**config.mk**
```make
export PLATFORM = sky130hd
export DESIGN_NAME = tag_slot_insert_or_update_top
export DESIGN_NICKNAME = d
export VERILOG_FILES = /design/src/sv/tsiu_pkg.sv /design/src/sv/tsiu_ram.sv /design/src/sv/tag_slot_insert_or_update_top.sv
export SDC_FILE = /design/constraint.sdc
export NUM_CORES = 1
export LEC_CHECK = 0
export CAP_MARGIN = 30
export CORE_ASPECT_RATIO = 1.1
export CORE_UTILIZATION = 55
export CTS_CLUSTER_DIAMETER = 100
export DETAILED_ROUTE_END_ITERATION = 6
export DONT_BUFFER_PORTS = 1
export GPL_ROUTABILITY_DRIVEN = 0
export PLACE_DENSITY = 0.76
export SYNTH_ARGS = -nofsm -noshare
export SYNTH_HDL_FRONTEND = slang
export SYNTH_SLANG_ARGS = --single-unit
```
**constraint.sdc**
```tcl
create_clock -name clk -period 13.71 [get_ports clk]
set_input_delay 2.0565 -clock clk [delete_from_list [all_inputs] [get_ports clk]]
set_output_delay 2.0565 -clock clk [all_outputs]
set_load 0.02 [all_outputs]
```
**src/sv/tsiu_pkg.sv**
```systemverilog
// Types and constants shared by the tag slot table.
package tsiu_pkg;

  localparam int CFG_W  = 4;
  localparam int INDEX_W = 3;

  typedef enum logic [1:0] {
    OUT_UPDATED  = 2'd0,
    OUT_INSERTED = 2'd1,
    OUT_FULL     = 2'd2
  } outcome_t;

  typedef struct packed {
    logic [31:0] tag_space;
    logic [31:0] tag_database;
    logic [31:0] tag_relation;
    logic [3:0]  tag_fork;
    logic [31:0] tag_block;
    logic [63:0] epoch;
  } in_t;

  typedef struct packed {
    outcome_t             outcome;
    logic [INDEX_W-1:0]   slot_index;
  } out_t;

  typedef struct packed {
    logic [31:0] space;
    logic [31:0] database;
    logic [31:0] relation;
    logic [3:0]  fork_num;
    logic [31:0] block;
  } tag_t;

  typedef struct packed {
    tag_t        tag;
    logic [63:0] epoch;
  } entry_t;

  localparam int ENTRY_W = $bits(entry_t);

endpackage

```
**src/sv/tsiu_ram.sv**
```systemverilog
// Generic single-clock RAM: one write port, one read port, registered read data.
module tsiu_ram #(
  parameter int WIDTH = 8,
  parameter int DEPTH = 8
) (
  input  logic                                       clk,
  input  logic                                       wr_en,
  input  logic [((DEPTH > 1) ? $clog2(DEPTH) : 1)-1:0] wr_addr,
  input  logic [WIDTH-1:0]                           wr_data,
  input  logic                                       rd_en,
  input  logic [((DEPTH > 1) ? $clog2(DEPTH) : 1)-1:0] rd_addr,
  output logic [WIDTH-1:0]                           rd_data
);

  logic [WIDTH-1:0] mem [DEPTH];

  always_ff @(posedge clk) begin
    if (wr_en) begin
      mem[wr_addr] <= wr_data;
    end
    if (rd_en) begin
      rd_data <= mem[rd_addr];
    end
  end

endmodule

```
**src/sv/tag_slot_insert_or_update_top.sv**
```systemverilog
// Tag slot table: searches parked tags and updates the epoch or inserts into a free slot.
// A request is taken in idle; done follows the scan (sooner on a tag hit), which covers
//   min(slot_limit, TABLE_SLOTS) slots, one entry RAM read each, pipelined, plus a decision.
// busy is high through the scan and no request is taken then; no free slot means OUT_FULL.
// The single entry RAM read port sets the scan rate; no result stall.
// Reset (rst, synchronous): valid bits cleared, slot_limit set to 8; RAM contents kept.
module tag_slot_insert_or_update_top #(
  parameter int TABLE_SLOTS = 8
) (
  input  logic                     clk,
  input  logic                     rst,
  input  logic                     start,
  output logic                     busy,
  input  tsiu_pkg::in_t            item,
  output logic                     done,
  output tsiu_pkg::out_t           result,
  input  logic                     cfg_valid,
  output logic                     cfg_ready,
  input  logic [tsiu_pkg::CFG_W-1:0] cfg_data
);

  import tsiu_pkg::*;

  localparam int IDX_W = (TABLE_SLOTS > 1) ? $clog2(TABLE_SLOTS) : 1;
  localparam int CNT_W = $clog2(TABLE_SLOTS + 1);
  localparam int CMP_W = (CNT_W > CFG_W) ? CNT_W : CFG_W;

  typedef enum logic {
    S_IDLE,
    S_SCAN
  } state_t;

  state_t                 state;
  logic [CFG_W-1:0]       slot_limit;
  logic [CMP_W-1:0]       limit_q;
  in_t                    req_q;
  logic [TABLE_SLOTS-1:0] valid;
  logic [CNT_W-1:0]       cnt;
  logic                   pend;
  logic [IDX_W-1:0]       pend_idx;
  logic                   have_free;
  logic [IDX_W-1:0]       free_idx;

  logic                   issue;
  logic                   hit;
  logic                   finish;
  logic                   pend_free;
  logic                   ins_ok;
  logic [IDX_W-1:0]       ins_idx;
  logic                   wr_en;
  logic [IDX_W-1:0]       wr_addr;
  entry_t                 wr_entry;
  logic [ENTRY_W-1:0]     rd_raw;
  entry_t                 rd_entry;
  tag_t                   req_tag;
  logic [CMP_W-1:0]       eff_limit;
  logic [IDX_W+INDEX_W-1:0] idx_wide;

  assign cfg_ready = 1'b1;
  assign busy      = (state != S_IDLE);

  assign req_tag = '{space:    req_q.tag_space,
                     database: req_q.tag_database,
                     relation: req_q.tag_relation,
                     fork_num: req_q.tag_fork,
                     block:    req_q.tag_block};
  assign rd_entry = rd_raw;

  // Saturate the configured limit to the table size
  assign eff_limit = (CMP_W'(slot_limit) > CMP_W'(TABLE_SLOTS)) ?
                     CMP_W'(TABLE_SLOTS) : CMP_W'(slot_limit);

  always_comb begin
    issue     = (state == S_SCAN) && (CMP_W'(cnt) < limit_q);
    pend_free = pend && !valid[pend_idx];
    hit       = (state == S_SCAN) && pend && valid[pend_idx] && (rd_entry.tag == req_tag);
    finish    = (state == S_SCAN) && !hit && !issue;
    ins_ok    = have_free || pend_free;
    ins_idx   = have_free ? free_idx : pend_idx;
    wr_en     = hit || (finish && ins_ok);
    wr_addr   = hit ? pend_idx : ins_idx;
    wr_entry  = '{tag: req_tag, epoch: req_q.epoch};
    idx_wide  = (IDX_W + INDEX_W)'(wr_addr);
  end

  tsiu_ram #(
    .WIDTH (ENTRY_W),
    .DEPTH (TABLE_SLOTS)
  ) u_entry_ram (
    .clk     (clk),
    .wr_en   (wr_en),
    .wr_addr (wr_addr),
    .wr_data (wr_entry),
    .rd_en   (issue),
    .rd_addr (cnt[IDX_W-1:0]),
    .rd_data (rd_raw)
  );

  always_ff @(posedge clk) begin
    if (rst) begin
      state      <= S_IDLE;
      slot_limit <= CFG_W'(8);
      valid      <= '0;
      done       <= 1'b0;
      pend       <= 1'b0;
      have_free  <= 1'b0;
    end else begin
      done <= 1'b0;
      if (cfg_valid && cfg_ready) begin
        slot_limit <= cfg_data;
      end
      unique case (state)
        S_IDLE: begin
          if (start) begin
            req_q     <= item;
            limit_q   <= eff_limit;
            cnt       <= '0;
            pend      <= 1'b0;
            have_free <= 1'b0;
            state     <= S_SCAN;
          end
        end
        S_SCAN: begin
          priority if (hit) begin
            done              <= 1'b1;
            result.outcome    <= OUT_UPDATED;
            result.slot_index <= idx_wide[INDEX_W-1:0];
            pend              <= 1'b0;
            state             <= S_IDLE;
          end else if (finish) begin
            done  <= 1'b1;
            pend  <= 1'b0;
            state <= S_IDLE;
            if (ins_ok) begin
              valid[ins_idx]    <= 1'b1;
              result.outcome    <= OUT_INSERTED;
              result.slot_index <= idx_wide[INDEX_W-1:0];
            end else begin
              result.outcome    <= OUT_FULL;
              result.slot_index <= '0;
            end
          end else begin
            // lowest free slot seen so far
            if (pend_free && !have_free) begin
              have_free <= 1'b1;
              free_idx  <= pend_idx;
            end
            pend     <= issue;
            pend_idx <= cnt[IDX_W-1:0];
            if (issue) begin
              cnt <= cnt + CNT_W'(1);
            end
          end
        end
        default: state <= S_IDLE;
      endcase
    end
  end

  // Result strobe only follows a scan cycle, and the block is free again by then
  a_done_after_scan: assert property (@(posedge clk) disable iff (rst)
    done |-> ($past(state) == S_SCAN) && !busy)
    else $error("result strobe without a finished scan");

  a_full_index_zero: assert property (@(posedge clk) disable iff (rst)
    (done && (result.outcome == OUT_FULL)) |-> (result.slot_index == '0))
    else $error("full result carries a nonzero slot index");

  a_pend_in_limit: assert property (@(posedge clk) disable iff (rst)
    pend |-> (CMP_W'(pend_idx) < limit_q))
    else $error("pending read beyond the slot limit");

  a_valid_grows_by_one: assert property (@(posedge clk) disable iff (rst)
    ($countones(valid) != $past($countones(valid))) |->
      (($countones(valid) == $past($countones(valid)) + 1) && $past(finish)))
    else $error("valid bits changed outside an insert");

  a_write_in_scan: assert property (@(posedge clk) disable iff (rst)
    wr_en |-> (state == S_SCAN) && !issue || hit)
    else $error("entry write outside the end of a scan");

endmodule
```
-- Word-level counts from Yosys, hierarchy flattened
Memory sizes are Yosys's and may differ from the RTL's. A register that Yosys moved wholly into a read port is not among the register bits.
Index checks and enable logic that the tools add are counted.
- flip-flop bits (word level): 231
- memory bits (writable): 1568
- output and inout bits: 8
- word-level logic and storage cells: 91
- memories kept: 1
- $add $sub $neg: 1
- order comparisons: 5
- equality and inequality tests: 6
- multiplexer cells: 30
- bitwise logic cells: 5
- reduce and logical (&&, ||, !) cells: 25
- memory list (name ; words ; bits a word ; rd ports ; clocked after memory_dff ; wr ports ; RTL line ; text):
    u_entry_ram.mem ; 8 ; 196 ; 1 ; 1 ; 1 ; tsiu_ram.sv:15 ; logic [WIDTH-1:0] mem [DEPTH];
- operators with widths (cell ; number):
    $eq 132x132->1 ; 1
    $mux 4 ; 4
    $mux 1 ; 15
    $reduce_and 4->1 ; 3
    $logic_and 1x1->1 ; 10
    $mux 5 ; 2
    $reduce_and 5->1 ; 2
    $mux 3 ; 3
    $lt 3x4->1 const B ; 2
    $or 8x8->8 ; 1
    $pmux 4 s2 ; 1
    $ne 2x2->1 const B ; 3
    $pmux 1 s2 ; 3
    $reduce_and 3->1 ; 2
    $add 4x1->4 const B ; 1
    $gt 4x4->1 const B ; 1
    $logic_not 1->1 ; 4
    $lt 4x4->1 ; 1
    $ne 2x1->1 const B ; 2
    $not 1->1 ; 4
    $bmux 1 s3 ; 1
    $demux 1 s3 ; 1
    $ge 3x1->1 const B ; 1
    $logic_or 1x1->1 ; 2
    2 further kinds ; 2

-- Logic depth before layout (Yosys ltp)
- depth in word-level cells: 11
- depth in mapped cells: 8
- gate-level depth less buffers: 8

-- Hierarchy
From an unflattened synthesis, not the netlist that was laid out.
- cell total of the unflattened synthesis: 3062
- area, all modules: 74612.8 sq um
- by module, submodules not included (module ; times used ; cells each ; area an instance (sq um)):
    tsiu_ram ; 1 ; 2475 ; 65406.5
    tag_slot_insert_or_update_top ; 1 ; 587 ; 9206.3

-- Worst setup path after synthesis
OpenSTA, ideal clock, no wires.
- path kind: reg-to-reg
- from: register cnt[1]
- to: memory u_entry_ram.mem[0][100] (netlist name) (enable)
- data arrival time: 10.767 ns
- data required time: 13.042 ns
- slack: 2.275 ns
- cell stages (with the launch flop): 8
- path buffers: 0
- clock period less this slack: 11.435 ns
- path through: edfxtp_1 ha_1 a21o_1 a21o_1 a21oi_1 nand4b_1 mux2_4 a21oi_1
- cells in the longest elaborated chain, start to end: 8
- RTL lines (item ; RTL line ; text):
    start: declaration ; tag_slot_insert_or_update_top.sv:38 ; logic [CNT_W-1:0] cnt;
    start signal: assignment ; tag_slot_insert_or_update_top.sv:151 ; cnt <= cnt + CNT_W'(1);
    $lt 4x4->1 ; tag_slot_insert_or_update_top.sv:74 ; issue = (state == S_SCAN) && (CMP_W'(cnt) < limit_q);
    $logic_and 1x1->1 ; tag_slot_insert_or_update_top.sv:74 ;
    via issue ; tag_slot_insert_or_update_top.sv:44 ; logic issue;
    $logic_not 1->1 ; tag_slot_insert_or_update_top.sv:77 ; finish = (state == S_SCAN) && !hit && !issue;
    $logic_and 1x1->1 ; tag_slot_insert_or_update_top.sv:77 ;
    $logic_and 1x1->1 ; tag_slot_insert_or_update_top.sv:80 ; wr_en = hit || (finish && ins_ok);
    $logic_or 1x1->1 ; tag_slot_insert_or_update_top.sv:80 ;
    $mux 1 ; tsiu_ram.sv:18 ; if (wr_en) begin
    $mux 1 (implied by the code) ; tsiu_ram.sv:19 ; mem[wr_addr] <= wr_data;
    end: declaration ; tsiu_ram.sv:15 ;
The timed path passes the listed nets, and every way through them passes these cells.

-- Final worst setup path
- from: register req_q[70] (netlist name)
- to: memory u_entry_ram.mem[6][101] (netlist name) (enable)
- cells in the longest elaborated chain, start to end: 9
- elaborated cells on any way between the ends: 10
- classes of those cells: eq/ne (1); mux (3); reduce/logical (6)
- RTL lines (item ; RTL line ; text):
    start: declaration ; tag_slot_insert_or_update_top.sv:36 ; in_t req_q;
    start signal: assignment ; tag_slot_insert_or_update_top.sv:115 ; req_q <= item;
    $eq 132x132->1 (*) ; tag_slot_insert_or_update_top.sv:76 ; hit = (state == S_SCAN) && pend && valid[pend_idx] && (rd_entry.tag == req_tag);
    $logic_and 1x1->1 (*) ; tag_slot_insert_or_update_top.sv:76 ;
    $logic_not 1->1 ; tag_slot_insert_or_update_top.sv:77 ;
    $logic_and 1x1->1 (2 in a row) ; tag_slot_insert_or_update_top.sv:77 ;
    $logic_and 1x1->1 ; tag_slot_insert_or_update_top.sv:80 ;
    $logic_or 1x1->1 ; tag_slot_insert_or_update_top.sv:80 ;
    $mux 1 ; tsiu_ram.sv:18 ;
    $mux 1 (implied by the code) ; tsiu_ram.sv:19 ;
Every way passes the cells marked *; elsewhere a longest branch is shown, timed or not.

==> results.tsv <==
metric	value	unit
syn-cell-area	50700	um^2
grt_max_degree	139	
rsz0062_at_grt	false	
hold_viol_final	0	
synth_edf_count	1339	
crit-reg2reg-launch	req_q[70]	
initial_utilization	0.557	
cts_tree	done	
core_area	91100	um^2
rr_worst_depth	9	
clock-skew-final	0.0278	ns
min_path_cells	2	
synthesis.nets	2369	
syn_inst	2161	
cts.sinks	1355	
synth_warnings	0	
finalSetupTns	0	ns
slew_viol_final	0	
synth_most_common_cell	edfxtp_1	
cts_htree_levels	4	
crit_path_max_incr_delay	0.82	ns
worstPathRequired	14.06	ns
p_leak	17.7	nW
layout_setup_ws	7.78	ns
crit_path_end_kind	register	
drive_gt1_frac	0.273	
fin_nets	2463	
synth_common_cells	edfxtp_1 (1,339), mux4_2 (264), mux2_2 (132), xor2_1 (90), clkbuf_1 (52)	
wl_per_cell	30.3	um
holdBufCountCts	0	
yosysSeqAreaShare	0.799	
synth_top_cell_by_area	edfxtp_1	
dr.pass1.iters	7	
area_growth	11.6	%
grt_overflow	0	
via_per_inst	6.31	
first_global_vias	23100	
yosys_most_used_dff	edfxtp_1	
synth_seq_cells	1355	
path_cells	xor2_1 > nor4_1 > nand4_1 > nor4_2 > nand4_4 > a211o_1 > a21oi_4 > buf_4 > buf_4	
netlist_top_cells_area	edfxtp_1 (79%), mux4_2 (12%), mux2_2 (2.9%)	
cp-start-kind	register	
pre_cts_ws	7.73	ns
cp_max_fo	47	
violations	DRC	
ant_nets	0	
cpMostUsedCell	buf_4	
grt_pass1_wl	156	mm
fin_area	56600	um^2
status	complete, but fails checks	
post_cts_resized	0	
place_hpwl	57.7	mm
hp-class	reg2reg	
async_reset_ff_frac	0	
clock.fmax	169	MHz
grtUsageTotal	0.233	
io_buffers	0	
fin_crit	5.93	ns
numCtsBuffers	132	
instances_no_fill	3548	
regToRegEndpoint	u_entry_ram.mem[6][101]	
cts_max_path_buffers	3	
clockRootBuffer	clkbuf_16	
post-route-period-util	0.432	
crit_type	reg2reg	
slew-limit-headroom	0.242	
ys_types	54	
synth.avg_cell_area	23.5	um^2
cts_setup_buffers	0	
critPathSlowestCell	nor4_1	
setup_violations	0	
grt_antenna_before_repair	46	
die_h	321	um
synth_top_area_frac	0.793	
cts.reportedPaths.clkPinSlew	0.06	ns
drc	1	
worstSetupEndpoint	u_entry_ram.mem[6][101]	
vias	22400	
die_area	93500	um^2
ir_drop	118	uV
die_w	292	um
r2r_slack	7.78	ns
drv_cap	0	
crit_start	req_q[70]	
pin_count	212	
place_inst	3299	
tightest_slew	1.14	ns
cp_data_arrival_time	6.28	ns
drt_wl_total	107	mm
drt_iter0_drc	2351	
power_per_cell_area	150	nW/um^2
row_count	116	
placed_area	52400	um^2
clock_latency	0.74	ns
worst min-delay path by stage:
stage | startpoint | to | slack (ns)
3_3_place_gp | valid[4] | valid[4] | 0.46
6_report | valid[2] | valid[2] | 0.48
2_1_floorplan | valid[1] | valid[1] | 0.44
5_1_grt | valid[2] | valid[2] | 0.50
3_5_place_dp | valid[4] | valid[4] | 0.46
4_1_cts | valid[2] | valid[2] | 0.48
worst max-delay path: cells and delay by family (launching register included):
family | cells | cell delay (ns)
and+or+nand+nor | 4 | 2.15
xor gates and xnor gates | 1 | 0.23
buffers and inverters | 2 | 1.47
DFF | 1 | 0.55
AOI/OAI and AO/OA | 2 | 1.07
registers in the layout, summed over array words and instances (netlist names), 4 cells and up:
register,flops
u_entry_ram.mem,1056
result,5
req_q,132
u_entry_ram.rd_data,132
cnt,4
limit_q,4
valid,8
slot_limit,4
metrics by stage:
stage | total power [mW] | util | hold WS, ns
floorplan | 4.98 | - | 0.444
global placement | 5.05 | 0.574 | 0.460
detailed placement | 5.07 | 0.575 | 0.462
CTS | 8.55 | 0.621 | 0.480
global route | 8.72 | 0.621 | 0.499
finish | 8.49 | 0.621 | 0.484
cells by family after synthesis:
family	share of synthesized area
other	0.0000739
AOI/OAI and AO/OA	0.00811
xor gates and xnor gates	0.0181
DFF	0.799
muxes	0.149
buffers and inverters	0.00898
adders and majority gates	0.000986
and+or+nand+nor	0.0156
placed cells by master (no fill, tap or decap), drive strengths merged, types with 21 or more instances in the layout:
| cell | netlist | routed |
|---|---|---|
| xor2 | 90 | 90 |
| buf | 31 | 43 |
| clkbuf | 52 | 163 |
| mux4 | 266 | 266 |
| clkinv | 0 | 50 |
| nand2b | 26 | 26 |
| nor4 | 24 | 24 |
| nor2b | 21 | 21 |
| inv | 28 | 36 |
| edfxtp | 1339 | 1339 |
| mux2 | 133 | 133 |
layer usage:
layer  share of wire  GRT usage  wire length [um]
met2            0.50      0.379             54100
met1            0.39      0.308             41600
met4           0.030     0.0862              3230
met3           0.077     0.0572              8260
met5          0.0018          0               192
final cells by class:
cell class,instances,area [um^2]
flip-flops and latches,1355,40500
fillers,5839,34500
multi-input cells,695,9870
clock buffers,163,3530
well taps,1180,1480
clock inverters,71,646
repair buffers,43,448
inverters,28,105
diodes,13,32.5
power by group:
group          internal, mW  switching, mW
sequential             4.61         0.0578
clock                  2.00           1.51
combinational         0.147          0.167
Note: power is estimated with default switching activity, not from simulation.
